--- src/rtl/bmp24_to_rgb565_centered_streamer_macros.svh ---
// assertion helpers used by the rtl
`ifndef BMP24_TO_RGB565_CENTERED_STREAMER_MACROS_SVH
`define BMP24_TO_RGB565_CENTERED_STREAMER_MACROS_SVH

// same-cycle implication, checked outside reset
`define BMP_ASSERT_NOW(lbl, ante, cons, msg) \
    lbl: assert property (@(posedge i_clk) disable iff (!i_rst_n) (ante) |-> (cons)) \
        else $error(msg);

// next-cycle implication, checked outside reset
`define BMP_ASSERT_NEXT(lbl, ante, cons, msg) \
    lbl: assert property (@(posedge i_clk) disable iff (!i_rst_n) (ante) |=> (cons)) \
        else $error(msg);

`endif

--- src/rtl/bmp_pkg.sv ---
`timescale 1ns / 1ps
`default_nettype none
package bmp_pkg;
    localparam int DEF_PANEL_W     = 128;
    localparam int DEF_PANEL_H     = 160;
    localparam int DEF_MAX_IMAGE_W = 1280;

    localparam int Q_DEPTH = 4;
    localparam int Q_AW    = $clog2(Q_DEPTH);

    localparam logic [2:0] PH_IDLE   = 3'd0;
    localparam logic [2:0] PH_HEADER = 3'd1;
    localparam logic [2:0] PH_GAP    = 3'd2;
    localparam logic [2:0] PH_DATA   = 3'd3;
    localparam logic [2:0] PH_DONE   = 3'd4;

    localparam logic [1:0] KIND_WINDOW = 2'd0;
    localparam logic [1:0] KIND_PIXEL  = 2'd1;
    localparam logic [1:0] KIND_REJECT = 2'd2;
    localparam logic [1:0] KIND_DONE   = 2'd3;

    typedef struct packed {
        logic [1:0]  kind;
        logic [7:0]  col_first;
        logic [7:0]  col_final;
        logic [7:0]  panel_row;
        logic [15:0] pixel;
        logic        last;
    } t_res;

    // one queue entry: the results caused by one file byte
    typedef struct packed {
        logic has2;
        t_res r0;
        t_res r1;
    } t_job;
endpackage
`default_nettype wire

--- src/rtl/bmp_front.sv ---
`timescale 1ns / 1ps
`default_nettype none
module bmp_front import bmp_pkg::*; #(
    parameter int PANEL_W     = DEF_PANEL_W,
    parameter int PANEL_H     = DEF_PANEL_H,
    parameter int MAX_IMAGE_W = DEF_MAX_IMAGE_W
) (
    input  wire logic       i_clk,
    input  wire logic       i_rst_n,
    input  wire logic       i_accept,
    input  wire logic [7:0] i_byte,
    input  wire logic       i_start,
    output t_job            o_job,
    output logic            o_push
);
    localparam int WW  = $clog2(MAX_IMAGE_W + 1);
    localparam int RBW = $clog2(3 * MAX_IMAGE_W + 4);
    localparam int DWW = $clog2(PANEL_W + 1);
    localparam logic [31:0] PW32 = 32'(PANEL_W);
    localparam logic [31:0] PH32 = 32'(PANEL_H);
    localparam logic [31:0] MW32 = 32'(MAX_IMAGE_W);

    logic [2:0]     r_phase, n_phase;
    logic [31:0]    r_pos, n_pos;
    logic [31:0]    r_off, n_off;
    logic [31:0]    r_w, n_w;
    logic [31:0]    r_h, n_h;
    logic [63:0]    r_chk, n_chk;
    logic [31:0]    r_skip, n_skip;
    logic [7:0]     r_row, n_row;
    logic [DWW-1:0] r_col, n_col;
    logic [RBW-1:0] r_bir, n_bir;
    logic [15:0]    r_part, n_part;
    logic [1:0]     r_ci, n_ci;
    logic [RBW-1:0] r_rb, n_rb;
    logic [DWW-1:0] r_drawn, n_drawn;
    logic [7:0]     r_cs, n_cs;
    logic [7:0]     r_ce, n_ce;
    logic [7:0]     r_rs, n_rs;

    always_comb begin
        logic [5:0]    p;
        logic          bad;
        logic [WW-1:0] w;
        logic          wide;
        logic          tall;
        logic [1:0]    nres;
        logic          fin;
        t_res          res;
        n_phase = r_phase; n_pos = r_pos; n_off = r_off; n_w = r_w; n_h = r_h;
        n_chk = r_chk; n_skip = r_skip; n_row = r_row; n_col = r_col; n_bir = r_bir;
        n_part = r_part; n_ci = r_ci; n_rb = r_rb; n_drawn = r_drawn; n_cs = r_cs;
        n_ce = r_ce; n_rs = r_rs;
        o_job = '0;
        nres = 2'd0;
        fin = 1'b0;
        res = '0;
        p = r_pos[5:0];
        bad = 1'b0;
        w = '0;
        wide = 1'b0;
        tall = 1'b0;
        if (i_accept) begin
            // a start byte clears the parse state and is byte 0 of the header
            if (i_start) begin
                n_phase = PH_HEADER; n_pos = '0; n_off = '0; n_w = '0; n_h = '0;
                n_chk = '0; n_skip = '0; n_row = '0; n_col = '0; n_bir = '0;
                n_part = '0; n_ci = '0;
                p = '0;
            end
            if (n_phase == PH_GAP) begin
                if (n_pos < n_off) begin
                    n_pos = n_pos + 32'd1;
                end else begin
                    n_phase = PH_DATA;
                end
            end
            if (n_phase == PH_HEADER) begin
                if (p >= 6'd10 && p <= 6'd13) n_off[8*(p-6'd10) +: 8] = i_byte;
                else if (p >= 6'd18 && p <= 6'd21) n_w[8*(p-6'd18) +: 8] = i_byte;
                else if (p >= 6'd22 && p <= 6'd25) n_h[8*(p-6'd22) +: 8] = i_byte;
                else if (p >= 6'd26 && p <= 6'd33) n_chk[8*(p-6'd26) +: 8] = i_byte;
                n_pos = n_pos + 32'd1;
                if (p == 6'd33) begin
                    bad = (n_chk[15:0] != 16'd1) || (n_chk[31:16] != 16'd24) ||
                          (n_chk[63:32] != 32'd0) || (n_w == 32'd0) ||
                          (n_w > MW32) || (n_h == 32'd0);
                    if (bad) begin
                        res.kind = KIND_REJECT;
                        res.last = 1'b1;
                        o_job.r0 = res;
                        nres = 2'd1;
                        n_phase = PH_DONE;
                    end else begin
                        w = n_w[WW-1:0];
                        wide = n_w > PW32;
                        tall = n_h > PH32;
                        n_rb = RBW'((32'(w) * 32'd3 + 32'd3) & ~32'd3);
                        n_drawn = wide ? DWW'(PANEL_W) : DWW'(w);
                        n_cs = wide ? 8'd0 : 8'((PW32 - 32'(w)) >> 1);
                        n_ce = wide ? 8'(PANEL_W - 1) : 8'(32'(n_cs) + 32'(w) - 32'd1);
                        n_rs = tall ? 8'd0 : 8'((PH32 - n_h) >> 1);
                        n_row = tall ? 8'(PANEL_H - 1) : 8'(32'(n_rs) + n_h - 32'd1);
                        n_skip = tall ? n_h - PH32 : 32'd0;
                        n_col = '0; n_bir = '0; n_part = '0; n_ci = '0;
                        n_phase = PH_GAP;
                    end
                end
            end else if (n_phase == PH_DATA) begin
                if (n_skip != 32'd0) begin
                    n_bir = n_bir + RBW'(1);
                    if (n_bir >= n_rb) begin
                        n_bir = '0;
                        n_skip = n_skip - 32'd1;
                    end
                end else begin
                    if (n_bir == '0) begin
                        res = '0;
                        res.kind = KIND_WINDOW;
                        res.col_first = n_cs;
                        res.col_final = n_ce;
                        res.panel_row = n_row;
                        o_job.r0 = res;
                        nres = 2'd1;
                    end
                    if (n_col < n_drawn) begin
                        unique case (n_ci)
                            2'd0: begin
                                n_part = {11'd0, i_byte[7:3]};
                                n_ci = 2'd1;
                            end
                            2'd1: begin
                                n_part = n_part | {5'd0, i_byte[7:2], 5'd0};
                                n_ci = 2'd2;
                            end
                            default: begin
                                res = '0;
                                res.kind = KIND_PIXEL;
                                res.pixel = n_part | {i_byte[7:3], 11'd0};
                                if (nres == 2'd0) o_job.r0 = res;
                                else o_job.r1 = res;
                                nres = nres + 2'd1;
                                n_ci = 2'd0;
                                n_part = '0;
                                n_col = n_col + DWW'(1);
                                if (n_col >= n_drawn && n_row <= n_rs) begin
                                    res = '0;
                                    res.kind = KIND_DONE;
                                    res.last = 1'b1;
                                    o_job.r1 = res;
                                    nres = 2'd2;
                                    n_phase = PH_DONE;
                                    fin = 1'b1;
                                end
                            end
                        endcase
                    end
                    if (!fin) begin
                        n_bir = n_bir + RBW'(1);
                        if (n_bir >= n_rb) begin
                            n_bir = '0;
                            n_col = '0;
                            n_ci = '0;
                            n_row = n_row - 8'd1;
                        end
                    end
                end
            end
        end
        o_job.has2 = nres == 2'd2;
        o_push = nres != 2'd0;
    end

    always_ff @(posedge i_clk) begin
        if (!i_rst_n) begin
            r_phase <= PH_IDLE; r_pos <= '0; r_off <= '0; r_w <= '0; r_h <= '0;
            r_chk <= '0; r_skip <= '0; r_row <= '0; r_col <= '0; r_bir <= '0;
            r_part <= '0; r_ci <= '0;
        end else begin
            r_phase <= n_phase; r_pos <= n_pos; r_off <= n_off; r_w <= n_w; r_h <= n_h;
            r_chk <= n_chk; r_skip <= n_skip; r_row <= n_row; r_col <= n_col;
            r_bir <= n_bir; r_part <= n_part; r_ci <= n_ci;
        end
    end

    // geometry derived once per file
    always_ff @(posedge i_clk) begin
        r_rb <= n_rb; r_drawn <= n_drawn; r_cs <= n_cs; r_ce <= n_ce; r_rs <= n_rs;
    end
endmodule
`default_nettype wire

--- src/rtl/bmp_fifo.sv ---
`timescale 1ns / 1ps
`default_nettype none
`include "bmp24_to_rgb565_centered_streamer_macros.svh"
module bmp_fifo import bmp_pkg::*; (
    input  wire logic i_clk,
    input  wire logic i_rst_n,
    input  wire logic i_push,
    input  wire t_job i_job,
    input  wire logic i_pop,
    output t_job      o_job,
    output logic      o_empty,
    output logic      o_full
);
    t_job          r_mem [Q_DEPTH];
    logic [Q_AW-1:0] r_wp, r_rp;
    logic [Q_AW:0]   r_cnt;
    logic            do_push, do_pop;

    assign o_empty = r_cnt == '0;
    assign o_full  = r_cnt == (Q_AW+1)'(Q_DEPTH);
    assign o_job   = r_mem[r_rp];
    assign do_push = i_push && !o_full;
    assign do_pop  = i_pop && !o_empty;

    always_ff @(posedge i_clk) begin
        if (!i_rst_n) begin
            r_wp <= '0; r_rp <= '0; r_cnt <= '0;
        end else begin
            if (do_push) r_wp <= r_wp + Q_AW'(1);
            if (do_pop) r_rp <= r_rp + Q_AW'(1);
            r_cnt <= r_cnt + (Q_AW+1)'(do_push) - (Q_AW+1)'(do_pop);
        end
    end

    always_ff @(posedge i_clk) begin
        if (do_push) r_mem[r_wp] <= i_job;
    end

    `BMP_ASSERT_NOW(a_no_overflow, i_push, !o_full, "push into full queue")
    `BMP_ASSERT_NOW(a_no_underflow, i_pop, !o_empty, "pop from empty queue")
    `BMP_ASSERT_NOW(a_cnt_ptr, 1'b1, r_wp == Q_AW'(r_rp + r_cnt[Q_AW-1:0]),
        "queue pointers disagree with count")
endmodule
`default_nettype wire

--- src/rtl/bmp_back.sv ---
`timescale 1ns / 1ps
`default_nettype none
module bmp_back import bmp_pkg::*; (
    input  wire logic i_clk,
    input  wire logic i_rst_n,
    input  wire t_job i_job,
    input  wire logic i_empty,
    output logic      o_pop,
    output logic      o_valid,
    input  wire logic i_ready,
    output t_res      o_res
);
    logic r_valid, r_sel, load;
    t_res r_res;

    assign load    = (!r_valid || i_ready) && !i_empty;
    // the entry leaves once its final result is loaded
    assign o_pop   = load && (r_sel || !i_job.has2);
    assign o_valid = r_valid;
    assign o_res   = r_res;

    always_ff @(posedge i_clk) begin
        if (!i_rst_n) begin
            r_valid <= 1'b0;
            r_sel   <= 1'b0;
        end else begin
            if (load) begin
                r_valid <= 1'b1;
                r_sel   <= !o_pop;
            end else if (i_ready) begin
                r_valid <= 1'b0;
            end
        end
    end

    always_ff @(posedge i_clk) begin
        if (load) r_res <= r_sel ? i_job.r1 : i_job.r0;
    end
endmodule
`default_nettype wire

--- src/rtl/bmp24_to_rgb565_centered_streamer.sv ---
`timescale 1ns / 1ps
`default_nettype none
// accepted bytes' results are queued, then sent one at a time from an output register
// throughput: one file byte per cycle while the 4-entry result queue has room;
//   the result port moves one result per cycle while i_m_tready is high
// reset: synchronous active-low i_rst_n clears the parser to idle and empties the queue
module bmp24_to_rgb565_centered_streamer import bmp_pkg::*; #(
    parameter int PANEL_W     = DEF_PANEL_W,
    parameter int PANEL_H     = DEF_PANEL_H,
    parameter int MAX_IMAGE_W = DEF_MAX_IMAGE_W
) (
    input  wire logic        i_clk,
    input  wire logic        i_rst_n,
    input  wire logic        i_s_tvalid,
    output logic             o_s_tready,
    input  wire logic [7:0]  i_s_tdata,   // file_byte
    input  wire logic        i_s_tuser,   // file_start
    output logic             o_m_tvalid,
    input  wire logic        i_m_tready,
    output logic [39:0]      o_m_tdata,   // col_first, col_final, panel_row, pixel
    output logic [1:0]       o_m_tuser,   // kind
    output logic             o_m_tlast    // last
);
    t_job job_in, job_out;
    t_res res;
    logic push, pop, q_empty, q_full, accept;

    // a byte is taken only when its results are sure to fit in the queue
    assign o_s_tready = !q_full;
    assign accept     = i_s_tvalid && o_s_tready;

    // front: header capture, geometry, row and column walk
    bmp_front #(
        .PANEL_W(PANEL_W), .PANEL_H(PANEL_H), .MAX_IMAGE_W(MAX_IMAGE_W)
    ) u_front (
        .i_clk(i_clk), .i_rst_n(i_rst_n), .i_accept(accept),
        .i_byte(i_s_tdata), .i_start(i_s_tuser), .o_job(job_in), .o_push(push)
    );

    // short queue decoupling the parser from the result port
    bmp_fifo u_fifo (
        .i_clk(i_clk), .i_rst_n(i_rst_n), .i_push(push), .i_job(job_in),
        .i_pop(pop), .o_job(job_out), .o_empty(q_empty), .o_full(q_full)
    );

    // back: splits each entry into single results on a registered output
    bmp_back u_back (
        .i_clk(i_clk), .i_rst_n(i_rst_n), .i_job(job_out), .i_empty(q_empty),
        .o_pop(pop), .o_valid(o_m_tvalid), .i_ready(i_m_tready), .o_res(res)
    );

    assign o_m_tdata = {res.pixel, res.panel_row, res.col_final, res.col_first};
    assign o_m_tuser = res.kind;
    assign o_m_tlast = res.last;
endmodule
`default_nettype wire
--- config.mk ---
export PLATFORM = sky130hd
export DESIGN_NAME = bmp24_to_rgb565_centered_streamer
export DESIGN_NICKNAME = d
export VERILOG_FILES = /design/src/rtl/bmp_pkg.sv /design/src/rtl/bmp_front.sv /design/src/rtl/bmp_fifo.sv /design/src/rtl/bmp_back.sv /design/src/rtl/bmp24_to_rgb565_centered_streamer.sv
export VERILOG_INCLUDE_DIRS = /design/src /design/src/rtl
export SDC_FILE = /design/constraint.sdc
export NUM_CORES = 2
export LEC_CHECK = 0
export BUFFER_PORTS_ARGS = -buffer_cell sky130_fd_sc_hd__buf_2
export CAP_MARGIN = 20
export CORE_MARGIN = 5
export CORE_UTILIZATION = 32
export CTS_BUF_LIST = sky130_fd_sc_hd__clkbuf_8
export CTS_CLUSTER_SIZE = 10
export DETAILED_ROUTE_END_ITERATION = 7
export SKIP_CTS_REPAIR_TIMING = 1
export SYNTH_ARGS = -nofsm -noshare
export SYNTH_HDL_FRONTEND = slang
export SYNTH_SLANG_ARGS = --single-unit
--- constraint.sdc ---
create_clock -name i_clk -period 28.2 [get_ports i_clk]
set_clock_uncertainty 0.15 [all_clocks]
set_input_delay 0 -clock i_clk [delete_from_list [all_inputs] [get_ports i_clk]]
set_output_delay 0 -clock i_clk [all_outputs]
set_load 0.02 [all_outputs]
==> results.json <==
{
  "crit_top_cell": "ha_1",
  "ys_types": 112,
  "coreArea_mm2": 0.109,
  "syn_nets": 3856,
  "synthToLayoutAreaGrowth_pct": 11.7,
  "rows": 121,
  "ys_warn_count": 0,
  "synth_edf_count": 328,
  "synth_cells": 3669,
  "grt_first_pass_wirelength_um": 165000,
  "yosysMostFrequentCell": "nor2_1",
  "relSlewSlack_pct": 26.5,
  "drtAntennaViolNets": 0,
  "period_minus_slack_ns": 9.79,
  "die_h_um": 342,
  "critical_path.max_fanout": 24,
  "max_stage_delay_ns": 0.79,
  "wire_per_inst_um": 20.3,
  "max-clock-path-buffers": 3,
  "drv_slew": 0,
  "tritoncts": "built",
  "finalCritPeriodShare_pct": 34.7,
  "synth_area_mm2": 0.0352,
  "synthArstFlopShare_pct": 0,
  "grt_start_max_net_pins": 85,
  "cap_violations": 0,
  "start_util_pct": 32.3,
  "vias": 29000,
  "yosysSeqAreaShare_pct": 44.1,
  "cts_root_buf": "clkbuf_8",
  "drtPass1Iterations": 6,
  "drtIter0Drc": 3035,
  "synthTopCellsByCount": "nor2_1 (406), nand2_1 (358), edfxtp_1 (328)",
  "yosys.area.top_type_share_pct": 28.0,
  "criticalPathCategory": "reg -> reg",
  "die_x_um": 342,
  "ys_seq_elements": 612,
  "finalWorstSetupSlack_ns": 18.41,
  "gp_congestion": 0.936,
  "synth.avg_cell_area_um2": 9.60,
  "peakVddDrop_mv": 0.0373,
  "p_leak_nw": 13.4,
  "nNetsFinal": 3881,
  "routed_wl_um": 106000,
  "grt_pass1_vias": 27600,
  "cts_inserted_buffers": 103,
  "fin_total_pwr_mw": 1.98,
  "portBuffers": 57,
  "hold_path_class": "in -> reg",
  "rsz0062_at_grt": "no",
  "cp-start-kind": "flop",
  "setup_viol": 0,
  "critPathCaptureType": "flop",
  "cp_data_required_time_ns": 28.70,
  "final_cells": 5251,
  "insertion_delay_ns": 0.75,
  "status": "complete, no violations",
  "met2WireLength_um": 46900,
  "wl_met1_um": 48200,
  "routed.top_layer": "met4",
  "fin_setup_tns_ns": 0,
  "critPathBufInv": 3,
  "vias_per_cell": 5.53,
  "pwr_density_cell_mw_per_mm2": 50.3,
  "wl_met3_um": 8190,
  "hold_ws_ns": 0.246,
  "synth_flop_cell": "edfxtp_1",
  "arrival_ns": 10.28,
  "cpMaxStageDelayCell": "a2111oi_4",
  "clk_pin_slew_ns": 0.07,
  "cp_top_family": "compound AO/OA/AOI/OAI gates",
  "synth_top_area_cell": "edfxtp_1",
  "synthTopCellsByArea": "edfxtp_1 (28%), dfxtp_1 (16%), ha_1 (6.1%)",
  "ioPinCount": 58,
  "dieArea_mm2": 0.117,
  "antenna_found_initial": 1,
  "hold_violations": 0,
  "drcViolationCount": 0,
  "worst_pin_slew_ns": 1.09,
  "dp_cells": 5050,
  "dp_hpwl_um": 72600,
  "cts-htree-levels": 3,
  "pre_cts_ws_ns": 18.62,
  "overflow": 0,
  "clock_sinks": 612,
  "grt_usage_pct": 17.6,
  "drive_gt1_share_pct": 10.9,
  "fmaxAchievable_mhz": 102
}
==> power by group <==
part / total [mW] / switching [mW] / internal (mW)
Clock: 0.843 / 0.387 / 0.456
Combinational: 0.192 / 0.131 / 0.0608
Sequential: 0.944 / 0.00545 / 0.939
==> cell usage in the layout (no fill, tap or decap), types with 27 or more instances in the layout <==
cell and instances:
nor2_1 402, nand2_1 357, edfxtp_1 328, dfxtp_1 282
a21oi_1 185, inv_1 179, ha_1 171, o21ai_0 142
nand3_1 125, clkbuf_8 112, nor3_1 101, xnor2_1 91
and2_1 82, a22oi_1 71, buf_4 64, and3_1 63
mux4_2 61, buf_2 56, nor2b_1 55, nand4_1 54
nor4_1 48, a211oi_1 45, xor2_1 39, a31oi_1 30
a32oi_1 30, mux2i_1 29, a22o_1 28, or3_1 27
nor3b_1 27, a21o_1 27
==> worst register-to-register path: cells and delay by family (launching register included) <==
family	cells	cell delay (ns)
simple gates	9	2.56
fa+ha+maj	5	1.75
xor+xnor	3	0.43
flops	1	0.70
compound gates	10	2.75
buf+inv	3	0.59
mux	1	0.76
==> kinds of logic (layout without fill, tap and decap cells) <==
group           count (synthesis)  in the layout  share of synthesized area [%]
compound gates                791            791                           15.4
xor+xnor                      131            131                           3.28
fa+ha+maj                     174            174                           6.24
buf+inv                       365            470                           4.20
flops                         612            612                           44.1
mux                           100            100                           5.04
other cells                     1              2                         0.0106
simple gates                 1495           1495                           21.7
==> routing by layer <==
metal,vias to the layer above,track usage [%]
met1,14100,24.9
met3,205,3.21
met5,-,0
li1,13600,-
met4,0,5.53
met2,1151,27.3
==> registers in the layout, indices dropped and copies added (netlist names), 3 cells and up, named ones only <==
register and cells:
u_front.r_cs 8, u_front.r_skip 32, u_front.r_ce 8, u_fifo.r_mem 244, u_fifo.r_cnt 3, u_front.r_pos 32, u_front.r_phase 3, u_front.r_rs 8
u_front.r_col 8, u_front.r_part 16, u_front.r_chk 64, u_back.o_res 42, u_front.r_h 32, u_front.r_w 32, u_front.r_bir 12, u_front.r_row 8
u_front.r_off 32, u_front.r_rb 10, u_front.r_drawn 8
==> worst paths after layout <==
kind / start / to / slack (ns) / depth (start not counted)
max: u_front.r_pos[2] / u_front.r_row[7] / 18.41 / 31
min: i_s_tdata[0] / u_front.r_chk[32] / 0.25 / 4
max reg2reg: u_front.r_pos[2] / u_front.r_row[7] / 18.41 / 31
min reg2reg: u_front.r_w[25] / u_front.r_w[25] / 0.30 / 2
==> metrics by stage <==
step	area, um^2	util (%)
after global placement	37000	33.9
after global routing	39300	36.0
after floorplan	35200	-
after CTS	39200	35.9
final	39300	36.0
after detailed placement	37000	33.9
==> layout make-up <==
cell class / count / area (um^2)
fill: 11000 / 69800
multi-input combinational: 2692 / 18300
sequential: 612 / 15500
tap: 1476 / 1850
clock buffer: 112 / 1540
timing repair buffer: 135 / 912
clock inverter: 73 / 636
inverter: 150 / 571
antenna: 1 / 2.50
Note: power is estimated with default switching activity, not from simulation.
